[config.mk]
export PLATFORM = sky130hd
export DESIGN_NAME = bbc_front
export DESIGN_NICKNAME = d
export VERILOG_FILES = /design/src/hdl/bbc_pkg.sv /design/src/hdl/bbc_front.sv
export SDC_FILE = /design/constraint.sdc
export NUM_CORES = 1
export LEC_CHECK = 0
export ABC_AREA = 1
export BUFFER_PORTS_ARGS = -buffer_cell sky130_fd_sc_hd__clkbuf_2
export CAP_MARGIN = 20
export CORE_UTILIZATION = 50
export CTS_CLUSTER_SIZE = 12
export DETAILED_ROUTE_END_ITERATION = 16
export PLACE_DENSITY = 0.85
export REMOVE_ABC_BUFFERS = 1
export SLEW_MARGIN = 10
export SYNTH_ARGS = -nofsm -noshare
export SYNTH_HDL_FRONTEND = slang
export SYNTH_SLANG_ARGS = --single-unit
[constraint.sdc]
create_clock -name i_clk -period 6.7 [get_ports i_clk]
set_clock_uncertainty 0.2 [all_clocks]
set_input_delay 0.67 -clock i_clk [delete_from_list [all_inputs] [get_ports i_clk]]
set_output_delay 0.67 -clock i_clk [all_outputs]
set_load 0.005 [all_outputs]
[src/hdl/bbc_pkg.sv]
// ---------------------------------------------------------------------------
// bbc_pkg
// Types, register indexes and helper functions of the boundary clamp.
// ---------------------------------------------------------------------------
`timescale 1ns / 1ps
`default_nettype none
package bbc_pkg;

    localparam logic [2:0] REG_MIN_X      = 3'd0;
    localparam logic [2:0] REG_MAX_X      = 3'd1;
    localparam logic [2:0] REG_MIN_Y      = 3'd2;
    localparam logic [2:0] REG_MAX_Y      = 3'd3;
    localparam logic [2:0] REG_MIN_Z      = 3'd4;
    localparam logic [2:0] REG_MAX_Z      = 3'd5;
    localparam logic [2:0] REG_FLOOR_SLOP = 3'd6;
    localparam logic [2:0] REG_FLOOR_ONLY = 3'd7;

    localparam logic [1:0] AXIS_X = 2'd0;
    localparam logic [1:0] AXIS_Y = 2'd1;
    localparam logic [1:0] AXIS_Z = 2'd2;

    localparam logic [1:0] KIND_BOX      = 2'd0;
    localparam logic [1:0] KIND_SPHERE   = 2'd1;
    localparam logic [1:0] KIND_CYLINDER = 2'd2;

    localparam int SQRT_STEPS_PER_STAGE = 4;
    localparam int SQRT_STAGES          = 4;

    typedef struct packed {
        logic signed [31:0] min_x;
        logic signed [31:0] max_x;
        logic signed [31:0] min_y;
        logic signed [31:0] max_y;
        logic signed [31:0] min_z;
        logic signed [31:0] max_z;
        logic [30:0]        slop;
        logic               floor_only;
    } t_cfg;

    typedef struct packed {
        logic [1:0]         axis;
        logic               frozen;
        logic signed [31:0] pos;
        logic signed [31:0] vel;
    } t_side;

    typedef struct packed {
        logic [1:0]  kind;
        logic [30:0] ea;
        logic [30:0] eb;
        logic [30:0] ec;
        logic [15:0] abs_a;
        logic [15:0] abs_b;
        logic [15:0] abs_c;
    } t_geom;

    typedef struct packed {
        logic [28:0] x;
        logic [28:0] res;
    } t_sq;

    // Four steps of the digit-by-digit square root, starting at step first.
    function automatic t_sq sqrt_steps(t_sq s, int first);
        t_sq         r;
        logic [30:0] b;
        logic [30:0] trial;
        r = s;
        for (int k = 0; k < SQRT_STEPS_PER_STAGE; k++) begin
            b     = 31'(1) << (30 - 2 * (first + k));
            trial = {2'b00, r.res} + b;
            if ({2'b00, r.x} >= trial) begin
                r.x   = 29'({2'b00, r.x} - trial);
                r.res = 29'(({2'b00, r.res} >> 1) + b);
            end else begin
                r.res = r.res >> 1;
            end
        end
        return r;
    endfunction

    function automatic logic signed [31:0] sat32(logic signed [36:0] v);
        if (v > $signed(37'h0_7FFF_FFFF)) begin
            return 32'sh7FFF_FFFF;
        end else if (v < $signed(37'h1F_8000_0000)) begin
            return 32'sh8000_0000;
        end
        return 32'(v);
    endfunction

endpackage
`default_nettype wire

[src/hdl/bbc_front.sv]
// ---------------------------------------------------------------------------
// bbc_front
// First stage: absolute components and the cylinder radial remainder.
// ---------------------------------------------------------------------------
`timescale 1ns / 1ps
`default_nettype none
module bbc_front (
    input  wire logic               i_clk,
    input  wire logic               i_rst_n,
    input  wire logic               i_en,
    input  wire logic               i_vld,
    input  wire logic [1:0]         i_axis,
    input  wire logic [1:0]         i_kind,
    input  wire logic               i_frozen,
    input  wire logic signed [31:0] i_pos,
    input  wire logic signed [31:0] i_vel,
    input  wire logic [30:0]        i_ea,
    input  wire logic [30:0]        i_eb,
    input  wire logic [30:0]        i_ec,
    input  wire logic signed [15:0] i_ca,
    input  wire logic signed [15:0] i_cb,
    input  wire logic signed [15:0] i_cc,
    output logic                    o_vld,
    output bbc_pkg::t_side          o_side,
    output bbc_pkg::t_geom          o_geom,
    output bbc_pkg::t_sq            o_sq
);
    import bbc_pkg::*;

    logic               r_vld;
    t_side              r_side, n_side;
    t_geom              r_geom, n_geom;
    t_sq                r_sq, n_sq;
    logic signed [31:0] sq_a;
    logic signed [31:0] rem;

    always_comb begin
        n_side = '{axis: i_axis, frozen: i_frozen, pos: i_pos, vel: i_vel};
        n_geom.kind  = i_kind;
        n_geom.ea    = i_ea;
        n_geom.eb    = i_eb;
        n_geom.ec    = i_ec;
        n_geom.abs_a = i_ca[15] ? (~i_ca + 16'd1) : i_ca;
        n_geom.abs_b = i_cb[15] ? (~i_cb + 16'd1) : i_cb;
        n_geom.abs_c = i_cc[15] ? (~i_cc + 16'd1) : i_cc;
        sq_a = 32'(i_ca) * 32'(i_ca);
        rem  = 32'sh1000_0000 - sq_a;
        // An axle longer than unit length gives no radial reach.
        n_sq.x   = (rem > 32'sd0) ? rem[28:0] : 29'd0;
        n_sq.res = 29'd0;
    end

    always_ff @(posedge i_clk) begin
        if (!i_rst_n) begin
            r_vld <= 1'b0;
        end else if (i_en) begin
            r_vld <= i_vld;
        end
    end

    always_ff @(posedge i_clk) begin
        if (i_en) begin
            r_side <= n_side;
            r_geom <= n_geom;
            r_sq   <= n_sq;
        end
    end

    assign o_vld  = r_vld;
    assign o_side = r_side;
    assign o_geom = r_geom;
    assign o_sq   = r_sq;
endmodule
`default_nettype wire

==> run metrics <==
Clock Sinks=239; Hold/Removal Path Class=input port to register; first-pass GRT wire length=approximately 89,000 µm; initial antenna violation count=9; Synth-to-Final Area Change=25.7%; routed vias/inst=4.95; vias in the first global route=16,005; post-synth cell types=35; critical path launch point type=input port; Avg Cell Area, Syn=about 10 µm²; status=finished, final reports clean; Root Buffer=clkbuf_16; router iterations before antenna repair=5; CP required=roughly 6800 ps; Worst Path Arrival=6530 ps; sequential area share after synthesis=0.375; Hold WS=74.0 ps; critical path's slowest cell=fa_1; Final WS setup=between 200 and 300 ps; DR WL/cell=19.5 µm; Rel. slew slack=0.251; Max FO, Critical Path=14; Fmax=around 160 MHz; worst slew pin tran=1120 ps; CTS tree=done; num ports=between 400 and 500; vias post-DR=15,163; final WL=59,800 µm; CTS Buf Count=27; Post-route DRC=0; Max Slew Vio Count=0; gr usage total=0.309; share of layout cells above drive strength 1=0.270; crit path kind=input port to register; CORE AREA=0.0377 mm²; post-synth top area share=0.374; RD Place Congestion=0.949; Seq cells post-synth=239; Warnings, synthesis=0; IO Port Bufs=453; H-tree levels=1; mapped cell area=0.0191 mm²; Final Cell Area=around 0.024 mm²; top post-synthesis cells by area=edfxtp_1 (37%), fa_1 (26%), inv_1 (11%), nand2_1 (7.2%), ha_1 (7.1%); crit path capture type=register; largest net degree at the start of global routing=approximately 180; RSZ-0062 raised after global routing=false; Total Die Area=0.0390 mm²; final hold vios=0; DRT iter0 DRCs=about 1,100; largest stage delay on the critical path=560 ps; Final min period=between 6000 and 7000 ps; post-synth top area cell=edfxtp_1; final net count=3,095; hpwl dp=49,600 µm; CTS clk-pin slew, worst paths=roughly 60 ps; grt total ovfl=0; period utilization=0.958; setup violators final=0; Clk Latency, worst-skew pair=560 ps; cells after synthesis=1,914; # rows=71; antenna-violating nets left=0; CTS Buffer Depth=3; Initial Util=0.507; Max Cap Viol=0; Die Y=198 µm; Setup Slack @ Placement=-406 ps; Placed Area=0.0231 mm²; Chip Width=about 200 µm
registers in the layout, summed over array words and instances (netlist names):
signal,cells
o_geom,143
o_side,67
o_sq,28
o_vld,1
placed cells by master (no fill, tap or decap), types with 4 or more instances in the layout:
cell type and n:
inv_1 542, clkbuf_2 445, nand2_1 366, fa_1 244, edfxtp_1 238, buf_4 168
nor2_1 112, ha_1 108, nand3_1 55, xor2_1 40, conb_1 29, clkbuf_16 27
a21oi_1 22, xnor2_1 17, nor3_1 17, o21ai_0 16, nand4_1 13, nor2_2 7
nand3b_1 7, or2_2 6, nand2_2 5, nor3b_1 5, clkbuf_1 5, clkbuf_4 5
buf_12 5, diode_2 4, nor4_1 4, and2_1 4, clkinv_2 4, clkinv_1 4
cell usage after synthesis:
master       n
buf_2        2
nor4_1       4
o2111ai_1    1
a21o_1       2
buf_1       12
nor2_1     113
buf_4       30
a21oi_2      1
and2_0       1
nand2_2      2
clkbuf_1    24
inv_1      542
nand3b_1     7
dfxtp_1      1
edfxtp_1   238
and2_1       4
fa_1       244
xor2_1      40
a21oi_1     22
o21ai_0     16
nand2_4      1
o31ai_1      3
nand2_1    368
ha_1       108
conb_1       1
buf_6        2
nor2_2       6
nor3b_1      5
or2_2        6
nor3_2       1
nor3_1      19
o21bai_1     3
nand3_1     55
nand4_1     13
xnor2_1     17
metal layers:
metal | share of wire | up-vias | track usage | routed length [µm]
li1 | - | 6908 | - | -
met1 | 0.36 | 7395 | 0.369 | 21800
met2 | 0.48 | 691 | 0.504 | 28700
met3 | 0.10 | 161 | 0.0915 | 6180
met4 | 0.051 | 8 | 0.164 | 3050
met5 | 0.00092 | - | 0 | 55
path summary, 6_finish.rpt:
check | startpoint | to | slack, ps | cells after the start
min | i_ea[1] | o_geom[111] | 70 | 1
max | i_ca[6] | o_sq[37] | 280 | 31
min reg2reg | o_vld | o_vld | 370 | 2
max reg2reg | o_vld | o_vld | 5790 | 2
per-stage QoR:
step	util	cells	TNS, ps
after global placement	0.613	3008	-10160
after floorplan	-	1872	0
after CTS	0.636	3054	0
after detailed placement	0.613	3008	-10780
final	0.638	3061	0
after global routing	0.638	3061	0
cell families after synthesis:
logic type	Yosys count	synth area share
AND/OR/NAND/NOR	605	0.131
other	1	0.000196
AO/OA/AOI/OAI	48	0.0140
XOR/XNOR	57	0.0261
flip-flops	239	0.375
adder cells (fa/ha/maj)	352	0.326
buffers and inverters	612	0.127
layout make-up:
cell class / instances / area (µm²)
tap: 511 / 639
antenna: 4 / 10.0
multi-input combinational: 1093 / 9670
timing repair buffer: 626 / 3650
fill: 3022 / 13600
inverter: 542 / 2030
clock buffer: 32 / 694
sequential: 239 / 7170
clock inverter: 14 / 161
timing repair:
item,in CTS,in global routing
hold buffers,0,0
resized for setup,0,19
buffers inserted,0,1
endpoints found under the setup margin,0,28
worst max-delay path: cells and delay by family:
family                     cells  cell delay [ps]
adders and majority gates      7             3150
and+or+nand+nor               15             1560
buffers and inverters          9             1150
Power is left out: the tool's default activity adds up to more than one toggle a clock period on the data nets, which glitch-free logic cannot reach.
