`config.mk`:
```
export PLATFORM = sky130hd
export DESIGN_NAME = bbc_sqrt_stage
export DESIGN_NICKNAME = d
export VERILOG_FILES = /design/src/hdl/bbc_pkg.sv /design/src/hdl/bbc_sqrt_stage.sv
export SDC_FILE = /design/constraint.sdc
export NUM_CORES = 1
export LEC_CHECK = 0
export BUFFER_PORTS_ARGS = -buffer_cell sky130_fd_sc_hd__buf_2
export CAP_MARGIN = 40
export CORE_AREA = 2 2 209 211
export DETAILED_ROUTE_END_ITERATION = 8
export DIE_AREA = 0 0 211 213
export PLACE_DENSITY = 0.68
export SYNTH_ARGS = -nofsm -noshare
export SYNTH_HDL_FRONTEND = slang
export SYNTH_SLANG_ARGS = --single-unit
```
`constraint.sdc`:
```
create_clock -name i_clk -period 19.8 [get_ports i_clk]
set_input_delay 3.96 -clock i_clk [delete_from_list [all_inputs] [get_ports i_clk]]
set_output_delay 3.96 -clock i_clk [all_outputs]
set_load 0.05 [all_outputs]
```
`src/hdl/bbc_pkg.sv`:
```
// ---------------------------------------------------------------------------
// bbc_pkg
// Types, register indexes and helper functions of the boundary clamp.
// ---------------------------------------------------------------------------
`timescale 1ns / 1ps
`default_nettype none
package bbc_pkg;

    localparam logic [2:0] REG_MIN_X      = 3'd0;
    localparam logic [2:0] REG_MAX_X      = 3'd1;
    localparam logic [2:0] REG_MIN_Y      = 3'd2;
    localparam logic [2:0] REG_MAX_Y      = 3'd3;
    localparam logic [2:0] REG_MIN_Z      = 3'd4;
    localparam logic [2:0] REG_MAX_Z      = 3'd5;
    localparam logic [2:0] REG_FLOOR_SLOP = 3'd6;
    localparam logic [2:0] REG_FLOOR_ONLY = 3'd7;

    localparam logic [1:0] AXIS_X = 2'd0;
    localparam logic [1:0] AXIS_Y = 2'd1;
    localparam logic [1:0] AXIS_Z = 2'd2;

    localparam logic [1:0] KIND_BOX      = 2'd0;
    localparam logic [1:0] KIND_SPHERE   = 2'd1;
    localparam logic [1:0] KIND_CYLINDER = 2'd2;

    localparam int SQRT_STEPS_PER_STAGE = 4;
    localparam int SQRT_STAGES          = 4;

    typedef struct packed {
        logic signed [31:0] min_x;
        logic signed [31:0] max_x;
        logic signed [31:0] min_y;
        logic signed [31:0] max_y;
        logic signed [31:0] min_z;
        logic signed [31:0] max_z;
        logic [30:0]        slop;
        logic               floor_only;
    } t_cfg;

    typedef struct packed {
        logic [1:0]         axis;
        logic               frozen;
        logic signed [31:0] pos;
        logic signed [31:0] vel;
    } t_side;

    typedef struct packed {
        logic [1:0]  kind;
        logic [30:0] ea;
        logic [30:0] eb;
        logic [30:0] ec;
        logic [15:0] abs_a;
        logic [15:0] abs_b;
        logic [15:0] abs_c;
    } t_geom;

    typedef struct packed {
        logic [28:0] x;
        logic [28:0] res;
    } t_sq;

    // Four steps of the digit-by-digit square root, starting at step first.
    function automatic t_sq sqrt_steps(t_sq s, int first);
        t_sq         r;
        logic [30:0] b;
        logic [30:0] trial;
        r = s;
        for (int k = 0; k < SQRT_STEPS_PER_STAGE; k++) begin
            b     = 31'(1) << (30 - 2 * (first + k));
            trial = {2'b00, r.res} + b;
            if ({2'b00, r.x} >= trial) begin
                r.x   = 29'({2'b00, r.x} - trial);
                r.res = 29'(({2'b00, r.res} >> 1) + b);
            end else begin
                r.res = r.res >> 1;
            end
        end
        return r;
    endfunction

    function automatic logic signed [31:0] sat32(logic signed [36:0] v);
        if (v > $signed(37'h0_7FFF_FFFF)) begin
            return 32'sh7FFF_FFFF;
        end else if (v < $signed(37'h1F_8000_0000)) begin
            return 32'sh8000_0000;
        end
        return 32'(v);
    endfunction

endpackage
`default_nettype wire

```
`src/hdl/bbc_sqrt_stage.sv`:
```
// ---------------------------------------------------------------------------
// bbc_sqrt_stage
// One registered slice of the pipelined integer square root.
// ---------------------------------------------------------------------------
`timescale 1ns / 1ps
`default_nettype none
module bbc_sqrt_stage #(
    parameter int FIRST_STEP = 0
) (
    input  wire logic           i_clk,
    input  wire logic           i_rst_n,
    input  wire logic           i_en,
    input  wire logic           i_vld,
    input  wire bbc_pkg::t_side i_side,
    input  wire bbc_pkg::t_geom i_geom,
    input  wire bbc_pkg::t_sq   i_sq,
    output logic                o_vld,
    output bbc_pkg::t_side      o_side,
    output bbc_pkg::t_geom      o_geom,
    output bbc_pkg::t_sq        o_sq
);
    import bbc_pkg::*;

    logic  r_vld;
    t_side r_side;
    t_geom r_geom;
    t_sq   r_sq, n_sq;

    always_comb begin
        n_sq = sqrt_steps(i_sq, FIRST_STEP);
    end

    always_ff @(posedge i_clk) begin
        if (!i_rst_n) begin
            r_vld <= 1'b0;
        end else if (i_en) begin
            r_vld <= i_vld;
        end
    end

    always_ff @(posedge i_clk) begin
        if (i_en) begin
            r_side <= i_side;
            r_geom <= i_geom;
            r_sq   <= n_sq;
        end
    end

    assign o_vld  = r_vld;
    assign o_side = r_side;
    assign o_geom = r_geom;
    assign o_sq   = r_sq;
endmodule
`default_nettype wire

```
==> metrics.md <==
| Metric | Value |
|---|---|
| Total Routed Length | `58970 um` |
| Buffer count from post-CTS setup fixing | `0` |
| First-pass GRT wire length | `79610 um` |
| CTS Root Cell | `clkbuf_16` |
| Placed Area | `between 15000 and 20000 um^2` |
| H-tree depth | `1` |
| CP arrival | `between 10000 and 15000 ps` |
| Sw Share | `39.03%` |
| TNS Setup | `0 ps` |
| Clock buffer count from CTS | `30` |
| Fill cells | `4026` |
| Ranking of synthesized cells by area | `edfxtp_1 (57%), ha_1 (7.7%), xnor2_1 (2.7%)` |
| Setup CP Type | `primary input to flop` |
| Internal power | `0.001370 W` |
| Max VDD drop | `0.00005825 V` |
| Largest area contributor in the netlist | `edfxtp_1` |
| Outcome | `finished, final reports clean` |
| Post-synth EDFFs | `approximately 270` |
| Post-synthesis compound-gate area fraction | `13.97%` |
| FF-to-FF Start | `o_vld` |
| DRC Markers | `0` |
| Number of port buffers | `538` |
| RePlAce Congestion | `0.9531` |
| Final Skew | `0 ps` |
| Worst EP required | `20080 ps` |
| Worst-path fanout max | `39` |
| CP Launch Point | `i_sq[29]` |
| Area Overhead vs Synth | `31.36%` |
| Layout cell share with drive strength beyond 1 | `approximately two fifths` |
| Final hold vios | `0` |
| Met2 Track Usage GR | `40.25%` |
| Post-synthesis async set-or-reset flop share | `0%` |
| Finished Layout Cells | `2250` |
| Max-slew headroom | `28.69%` |
| Tightest Pin Transition | `1070 ps` |
| DR WL/cell | `roughly 26 um` |
| Met1 GRT Util | `32.66%` |
| Core area | `42700 um^2` |
| Clock Pin Slew Worst Setup and Hold Paths | `60 ps` |
| FP Rows | `76` |
| Sequential share of the synthesized area | `57.00%` |
| Finished layout cell area | `18530 um^2` |
| Post_cts resized | `0` |
| Synth Warn # | `0` |
| Nets@finish | `2033` |
| Critical Path Source Type | `primary input` |
| Adder-cell area share of the yosys netlist | `under 10%` |
| Minimum clock period | `12730 ps` |
| Post-synthesis mux area share | `5.208%` |
| Pre-antenna DRT Iters | `5` |
| Routed Antenna Nets | `0` |
| Vias in the first global route | `11400` |
| Die area | `44940 um^2` |
| Via density | `5.326` |
| Die X | `between 200 and 250 um` |
| Fin crit share | `64.28%` |
| Max-slew violation count | `0` |
| Placed cells | `2185` |
| Worst path most repeated cell | `inv_1` |
| Gr ovfl total | `0` |
| Vias | `11980` |
| CTS tree | `yes` |
| Simple-gate share of the synthesized area | `9.174%` |
| CP endpoint kind | `flop` |
| Die height | `213 um` |
| Syn Nets | `approximately 1500` |
| # IOs | `541` |
| HP Start | `o_vld` |
| RSZ-0062 raised after global routing | `no` |
| 1st-iter DRT viols | `approximately 1100` |
| Hold_buf cts | `0` |
| Combinational family with the most area after synthesis | `compound AO/OA/AOI/OAI gates` |
| Initial antenna violation count | `21` |
| Combinational power share | `41.5%` |
| Unique masters post-synth | `73` |
| Endpoints failing setup | `0` |
| Met3 usage | `under 10%` |
| Reg power frac | `33.0%` |
| Fmax | `78.57 MHz` |
| Psw | `0.0008769 W` |
| Post-Synth XOR/XNOR Area | `4.223%` |
| PwrDens | `121.3 nW/um^2` |
| Largest net degree at the start of global routing | `134` |
| Final core occ | `a little over two fifths` |
| Synth Cell Area | `about 14000 um^2` |
| Tot Pwr | `0.002247 W` |
| Synth Flop Type | `edfxtp_1` |
| Maxcap violations | `0` |
| CTS Sinks | `268` |
| Later-pin clock latency in the skew report | `550 ps` |
| Clock Tree Buf Depth | `3` |
| GRT Util Overall | `24.71%` |
| Mean post-synth cell area | `about 13 um^2` |
| CP peak stage delay | `roughly 540 ps` |
| Leakage | `8.061 nW` |
| Mapped Cells | `1122` |
| Seq cells post-synth | `around 270` |
| DP HPWL | `48350 um` |
| Critical path's slowest cell | `or4_4` |
| Starting Density | `~33%` |
| Clock power frac | `between 20% and 30%` |
| Synth top area share | `56.85%` |
| GRT busiest layer | `met2` |
| Worst Hold Class | `flop to flop` |
==> stage by stage <==
| step | hold slack (ps) | setup slack [ps] |
|---|---|---|
| finish | 564.6 | 7073 |
| global route | 593.8 | 6538 |
| CTS | 554.5 | 7235 |
| detailed placement | 538.6 | 6652 |
| global placement | 529.5 | 6554 |
| floorplan | 742.9 | 7750 |
==> area by class of cell <==
cell class	count	area, um^2	share of cell area, %
Antenna cell	9	22.52	0.1216
Inverter	49	183.9	0.9928
Tap cell	546	683.2	3.688
Clock buffer	35	800.8	4.323
Timing Repair Buffer	547	2810	15.17
Multi-Input combinational cell	775	5767	31.13
Clock inverter	21	220.2	1.189
Sequential cell	268	8038	43.39
==> cell usage in the layout, fill, tap and decap left out, types with 8 or more instances in the layout <==
cell type  synthesis  routed
diode_2            0       9
a21oi_1           70      70
mux2_2            31      31
nor3_1            10      10
edfxtp_1         267     267
clkbuf_16          0      31
nor2b_1           14      14
a211o_1            8       8
o21ai_0           58      58
o21a_1            14      14
xor2_1            25      25
buf_2              3     537
o21bai_1          10      10
a31oi_1           16      16
a21o_1            36      36
mux2i_1           10      10
xnor2_1           43      43
nand2_1           82      82
ha_1              87      87
and2_1             8       8
mux2_4            19      19
clkinv_2           0       8
nand3_1           13      13
inv_1             49      49
nor2_1            60      60
nand4_1           24      24
o31ai_1            9       8
==> per-layer routing <==
layer	wire, um	part of all wire, %
met5	126	0.21
met4	1668	2.8
met3	4817	8.2
met2	27610	47
met1	24740	42
==> synth_stat cells (13+ instances only) <==
cell,n
edfxtp_1,267
ha_1,87
nand2_1,82
a21oi_1,70
nor2_1,60
o21ai_0,58
inv_1,49
xnor2_1,43
a21o_1,36
mux2_2,31
xor2_1,25
nand4_1,24
clkbuf_1,21
mux2_4,19
a31oi_1,16
nor2b_1,14
o21a_1,14
nand3_1,13
==> state kept, by name (all words and copies together), names as in the netlist <==
signal  flops
o_geom    143
o_side     67
o_sq       57
o_vld       1
==> cells by family after synthesis <==
group | Yosys count
buffers and inverters | 79
adder cells (fa/ha/maj) | 90
other | 1
AO/OA/AOI/OAI | 295
AND/OR/NAND/NOR | 261
multiplexers | 60
XOR/XNOR | 68
flip-flops | 268
==> critical path, delay by kind of cell <==
family / cells / cell delay (ps)
and+or+nand+nor: 4 / 1060
buffers and inverters: 7 / 1330
muxes: 3 / 1150
AOI/OAI and AO/OA: 15 / 4210
adders and majority gates: 4 / 1260
==> path summary, 6_finish.rpt <==
check	cells past startpoint	end	slack, ps
hold reg to reg	2	o_vld	560
setup / recovery	33	o_sq[43]	7070
hold / removal	2	o_vld	560
setup reg to reg	2	o_vld	19170
==> power by group through the flow <==
stage,Combinational (W),Clock (W),Sequential (W)
2_1_floorplan,0.000407,0,0.00100
3_3_place_gp,0.000910,0,0.000752
3_5_place_dp,0.000926,0,0.000753
4_1_cts,0.000931,0.000587,0.000743
5_1_grt,0.000987,0.000606,0.000748
6_report,0.000933,0.000572,0.000742
No activity file was read; power rests on OpenSTA's default activity.
