[src/hdl/bbc_pkg.sv]
// ---------------------------------------------------------------------------
// bbc_pkg
// Types, register indexes and helper functions of the boundary clamp.
// ---------------------------------------------------------------------------
`timescale 1ns / 1ps
`default_nettype none
package bbc_pkg;

    localparam logic [2:0] REG_MIN_X      = 3'd0;
    localparam logic [2:0] REG_MAX_X      = 3'd1;
    localparam logic [2:0] REG_MIN_Y      = 3'd2;
    localparam logic [2:0] REG_MAX_Y      = 3'd3;
    localparam logic [2:0] REG_MIN_Z      = 3'd4;
    localparam logic [2:0] REG_MAX_Z      = 3'd5;
    localparam logic [2:0] REG_FLOOR_SLOP = 3'd6;
    localparam logic [2:0] REG_FLOOR_ONLY = 3'd7;

    localparam logic [1:0] AXIS_X = 2'd0;
    localparam logic [1:0] AXIS_Y = 2'd1;
    localparam logic [1:0] AXIS_Z = 2'd2;

    localparam logic [1:0] KIND_BOX      = 2'd0;
    localparam logic [1:0] KIND_SPHERE   = 2'd1;
    localparam logic [1:0] KIND_CYLINDER = 2'd2;

    localparam int SQRT_STEPS_PER_STAGE = 4;
    localparam int SQRT_STAGES          = 4;

    typedef struct packed {
        logic signed [31:0] min_x;
        logic signed [31:0] max_x;
        logic signed [31:0] min_y;
        logic signed [31:0] max_y;
        logic signed [31:0] min_z;
        logic signed [31:0] max_z;
        logic [30:0]        slop;
        logic               floor_only;
    } t_cfg;

    typedef struct packed {
        logic [1:0]         axis;
        logic               frozen;
        logic signed [31:0] pos;
        logic signed [31:0] vel;
    } t_side;

    typedef struct packed {
        logic [1:0]  kind;
        logic [30:0] ea;
        logic [30:0] eb;
        logic [30:0] ec;
        logic [15:0] abs_a;
        logic [15:0] abs_b;
        logic [15:0] abs_c;
    } t_geom;

    typedef struct packed {
        logic [28:0] x;
        logic [28:0] res;
    } t_sq;

    // Four steps of the digit-by-digit square root, starting at step first.
    function automatic t_sq sqrt_steps(t_sq s, int first);
        t_sq         r;
        logic [30:0] b;
        logic [30:0] trial;
        r = s;
        for (int k = 0; k < SQRT_STEPS_PER_STAGE; k++) begin
            b     = 31'(1) << (30 - 2 * (first + k));
            trial = {2'b00, r.res} + b;
            if ({2'b00, r.x} >= trial) begin
                r.x   = 29'({2'b00, r.x} - trial);
                r.res = 29'(({2'b00, r.res} >> 1) + b);
            end else begin
                r.res = r.res >> 1;
            end
        end
        return r;
    endfunction

    function automatic logic signed [31:0] sat32(logic signed [36:0] v);
        if (v > $signed(37'h0_7FFF_FFFF)) begin
            return 32'sh7FFF_FFFF;
        end else if (v < $signed(37'h1F_8000_0000)) begin
            return 32'sh8000_0000;
        end
        return 32'(v);
    endfunction

endpackage
`default_nettype wire

[src/hdl/bbc_clamp.sv]
// ---------------------------------------------------------------------------
// bbc_clamp
// Two stages: minimum clamp, then maximum clamp on the updated position.
// ---------------------------------------------------------------------------
`timescale 1ns / 1ps
`default_nettype none
module bbc_clamp (
    input  wire logic           i_clk,
    input  wire logic           i_rst_n,
    input  wire logic           i_en,
    input  wire logic           i_vld,
    input  wire bbc_pkg::t_side i_side,
    input  wire logic [33:0]    i_ext,
    input  wire bbc_pkg::t_cfg  i_cfg,
    output logic                o_vld,
    output logic signed [31:0]  o_pos,
    output logic signed [31:0]  o_vel,
    output logic                o_wake
);
    import bbc_pkg::*;

    logic               r_vld1, r_vld2;
    logic               r_act;
    logic [1:0]         r_axis;
    logic [33:0]         r_ext;
    logic signed [31:0] r_pos1, r_vel1, n_pos1, n_vel1;
    logic               r_wake1, n_wake1;
    logic signed [31:0] r_pos2, r_vel2, n_pos2, n_vel2;
    logic               r_wake2, n_wake2;
    logic               act;
    logic signed [31:0] lo, hi;
    logic signed [36:0] s_ext, thr, s_ext2;

    always_comb begin
        act = !i_side.frozen && (i_side.axis != 2'd3)
              && (!i_cfg.floor_only || (i_side.axis == AXIS_Y));
        case (i_side.axis)
            AXIS_X:  lo = i_cfg.min_x;
            AXIS_Y:  lo = i_cfg.min_y;
            default: lo = i_cfg.min_z;
        endcase
        s_ext = $signed({3'b000, i_ext});
        thr   = (i_side.axis == AXIS_Y) ? (37'(lo) - $signed({6'd0, i_cfg.slop})) : 37'(lo);
        n_pos1  = i_side.pos;
        n_vel1  = i_side.vel;
        n_wake1 = 1'b0;
        if (act && ((37'(i_side.pos) - s_ext) < thr)) begin
            n_pos1  = sat32(37'(lo) + s_ext);
            n_wake1 = 1'b1;
            if (i_side.vel < 0) begin
                n_vel1 = 32'sd0;
            end
        end
    end

    always_comb begin
        case (r_axis)
            AXIS_X:  hi = i_cfg.max_x;
            AXIS_Y:  hi = i_cfg.max_y;
            default: hi = i_cfg.max_z;
        endcase
        s_ext2  = $signed({3'b000, r_ext});
        n_pos2  = r_pos1;
        n_vel2  = r_vel1;
        n_wake2 = r_wake1;
        if (r_act && !i_cfg.floor_only && ((37'(r_pos1) + s_ext2) > 37'(hi))) begin
            n_pos2  = sat32(37'(hi) - s_ext2);
            n_wake2 = 1'b1;
            if (r_vel1 > 0) begin
                n_vel2 = 32'sd0;
            end
        end
    end

    always_ff @(posedge i_clk) begin
        if (!i_rst_n) begin
            r_vld1 <= 1'b0;
            r_vld2 <= 1'b0;
        end else if (i_en) begin
            r_vld1 <= i_vld;
            r_vld2 <= r_vld1;
        end
    end

    always_ff @(posedge i_clk) begin
        if (i_en) begin
            r_act   <= act;
            r_axis  <= i_side.axis;
            r_ext   <= i_ext;
            r_pos1  <= n_pos1;
            r_vel1  <= n_vel1;
            r_wake1 <= n_wake1;
            r_pos2  <= n_pos2;
            r_vel2  <= n_vel2;
            r_wake2 <= n_wake2;
        end
    end

    assign o_vld  = r_vld2;
    assign o_pos  = r_pos2;
    assign o_vel  = r_vel2;
    assign o_wake = r_wake2;
endmodule
`default_nettype wire

[config.mk]
export PLATFORM = sky130hd
export DESIGN_NAME = bbc_clamp
export DESIGN_NICKNAME = d
export VERILOG_FILES = /design/src/hdl/bbc_pkg.sv /design/src/hdl/bbc_clamp.sv
export SDC_FILE = /design/constraint.sdc
export NUM_CORES = 1
export LEC_CHECK = 0
export ABC_AREA = 1
export BUFFER_PORTS_ARGS = -buffer_cell sky130_fd_sc_hd__buf_2
export CORE_MARGIN = 2
export CORE_UTILIZATION = 45
export DETAILED_ROUTE_END_ITERATION = 6
export PLACE_DENSITY = 0.76
export SLEW_MARGIN = 20
export SYNTH_ARGS = -nofsm -noshare
export SYNTH_HDL_FRONTEND = slang
export SYNTH_SLANG_ARGS = --single-unit
[constraint.sdc]
create_clock -name i_clk -period 10.5 [get_ports i_clk]
set_clock_uncertainty 0.15 [all_clocks]
set_input_delay 1.05 -clock i_clk [delete_from_list [all_inputs] [get_ports i_clk]]
set_output_delay 1.05 -clock i_clk [all_outputs]
set_load 0.005 [all_outputs]
==> results.tsv <==
metric	value	unit
ys_warn_count	0	
hold_buffers	0	
place_ws	2.904	ns
slew_headroom	27.15	%
layout_common_cells	nand2_1, inv_1, buf_2, nor2_1, a21oi_1	
ir_worst_vdd	93.03	uV
cts_buffer_depth	2	
cp_data_required_time	10.55	ns
clk_latency	0.47	ns
min-delay-path-class	flop to flop	
via_per_inst	5.326	
hp-start	r_vel1[31]	
grt_pass1_vias	20410	
grt_pass1_wl	106900	um
synth.largest_area_cell	edfxtp_1	
nets	4042	
maxCapViolCount	0	
first_iter_violations	1609	
hold_viol_final	0	
layout_commonest_cell	nand2_1	
min_path_cells	0	
p_leak	0.01257	uW
syn_inst	3109	
synth_flop_cell	edfxtp_1	
rsz0062_at_grt	false	
hpwlAfterDp	59090	um
crit_slowest_cell	nand2_4	
clk_pin_slew	0.07	ns
die_h	218.7	um
first_pass_iters	7	
timing.hold.ws	0.3327	ns
numPortBuffers	394	
start_util	45.61	%
post_cts.repair.setup_buffers	0	
gp_congestion	0.9673	
synth.avg_cell_area	6.671	sq um
final.setup.tns	0	ns
criticalPathCategory	input pin to flop	
grtUsageMet2	47.28	%
nFillCells	4708	
ys_ff_latch	169	
rr_startpoint	r_pos1[2]	
antenna_found_initial	4	
tightestPinTransition	1.090	ns
grt.busiest_layer	met2	
drive_above_1_share	13.47	%
post-route-cell-area	0.02381	sq mm
cts_resized	0	
setup_slack	3.214	ns
crit_fanout	64	
period_share	69.39	%
power.total	3206	uW
use_met3	3.730	%
yosys-top-cells-area	edfxtp_1, ha_1, nand2_1	
routed_wl	69920	um
slew_violations	0	
cts_buffers	17	
worstSetupStartpointType	input pin	
outcome	finished clean	
dpl_cell_area	0.02322	sq mm
drc	0	
vias	21770	
max_freq	0.1373	GHz
grt_usage	28.80	%
rr_worst_depth	24	
synth_edf_count	167	
arrival	7.34	ns
cts_max_level	4	
async_flop_share	0	%
fin_crit	7.286	ns
area_delta_synth_final	14.82	%
core_area	0.04548	sq mm
clock-root-buffer	clkbuf_16	
wl_per_cell	17.11	um
netlist.area_leader.share	24.18	%
syn-num-nets	3682	
grt_max_degree	101	
cp-end-kind	flop	
rows	78	
setup_violations	0	
ioPinCount	395	
synthDistinctLibCells	55	
ant_nets	0	
synthesis.area	0.02074	sq mm
slowest_delay	0.58	ns
die_x	218.7	um
crit_top_cell	nand2_1	
ys_seq_area_share	24.37	%
dieArea	0.04783	sq mm
grt_overflow	0	
startpoint	i_side[66]	
grtUsageMet1	38.35	%
powerDensity	134.6	mW/mm^2
cts_tree	built	
clock_sinks	169	
-- synthesized netlist by cell type, types with 2 or more instances --
cell type	instances
buf_2	9
a21boi_0	9
fa_1	5
nor2_1	368
a21boi_1	31
o21ai_1	2
o31ai_1	3
nor3_1	34
and3_1	2
dfxtp_1	2
a21o_1	16
or2_2	4
a211oi_1	3
clkbuf_1	29
xor2_1	74
buf_6	6
o21ai_2	2
o2111ai_1	2
nand2_1	775
nor4_1	12
buf_1	7
a31o_2	3
edfxtp_1	167
xnor2_1	58
o221ai_1	2
nand3_1	151
nor2_2	3
o21a_1	44
a21oi_1	275
o211ai_1	8
a31oi_1	18
o21bai_1	35
inv_2	5
o21ai_0	103
nand4_1	37
nand2_2	5
nand3b_1	6
ha_1	239
a21oi_2	2
nand2_4	2
inv_1	497
buf_4	12
o22ai_1	30
-- flip-flops by register name (all words and copies together), names as in the netlist --
register  flops
r_act         1
o_wake        1
r_vld1        1
o_vld         1
r_vel1       32
o_pos        32
r_axis        2
r_wake1       1
o_vel        32
r_ext        34
r_pos1       32
-- cell families after synthesis --
family	Yosys count	synth area share, %
adders and majority gates	244	14.90
xor gates and xnor gates	133	5.652
DFF	169	24.37
AOI/OAI and AO/OA	593	16.76
and+or+nand+nor	1405	27.60
buffers and inverters	565	10.71
-- stage by stage --
stage          utilization, %  std cells
6_report                52.36       4087
5_1_grt                 52.36       4087
3_5_place_dp            51.05       4050
4_1_cts                 52.34       4082
2_1_floorplan               -       3109
3_3_place_gp            51.05       4050
-- where the power goes --
part | switching (uW) | internal [uW] | total, uW
combinational | 1060 | 623 | 1690
clock | 313 | 318 | 630
sequential | 42.6 | 847 | 890
-- final timing paths --
check / slack (ns) / to
setup / recovery: 3.21 / r_pos1[10]
hold reg to reg: 0.33 / o_vel[31]
hold / removal: 0.33 / o_vel[31]
setup reg to reg: 5.09 / o_vel[8]
-- routing by layer --
metal	share of wire, %	wire length [um]
met5	0	0
met4	3.8	2652
met3	7.3	5121
met2	45	31430
met1	44	30720
-- area by class of cell --
class,count,area (sq um),share of cell area (%)
multi-input cells,2375,13470,56.58
well taps,600,750.7,3.152
flip-flops and latches,169,5055,21.23
repair buffers,404,2053,8.622
inverters,502,1884,7.913
clock inverters,15,160.2,0.6725
diodes,5,12.51,0.05254
clock buffers,17,425.4,1.786
-- critical path: cells and delay by family --
family / cells / cell delay (ns)
simple gates: 19 / 2.82
compound gates: 8 / 1.55
buf+inv: 4 / 1.06
fa+ha+maj: 2 / 0.59
xor+xnor: 1 / 0.16
(Power assumes the default switching activity.)
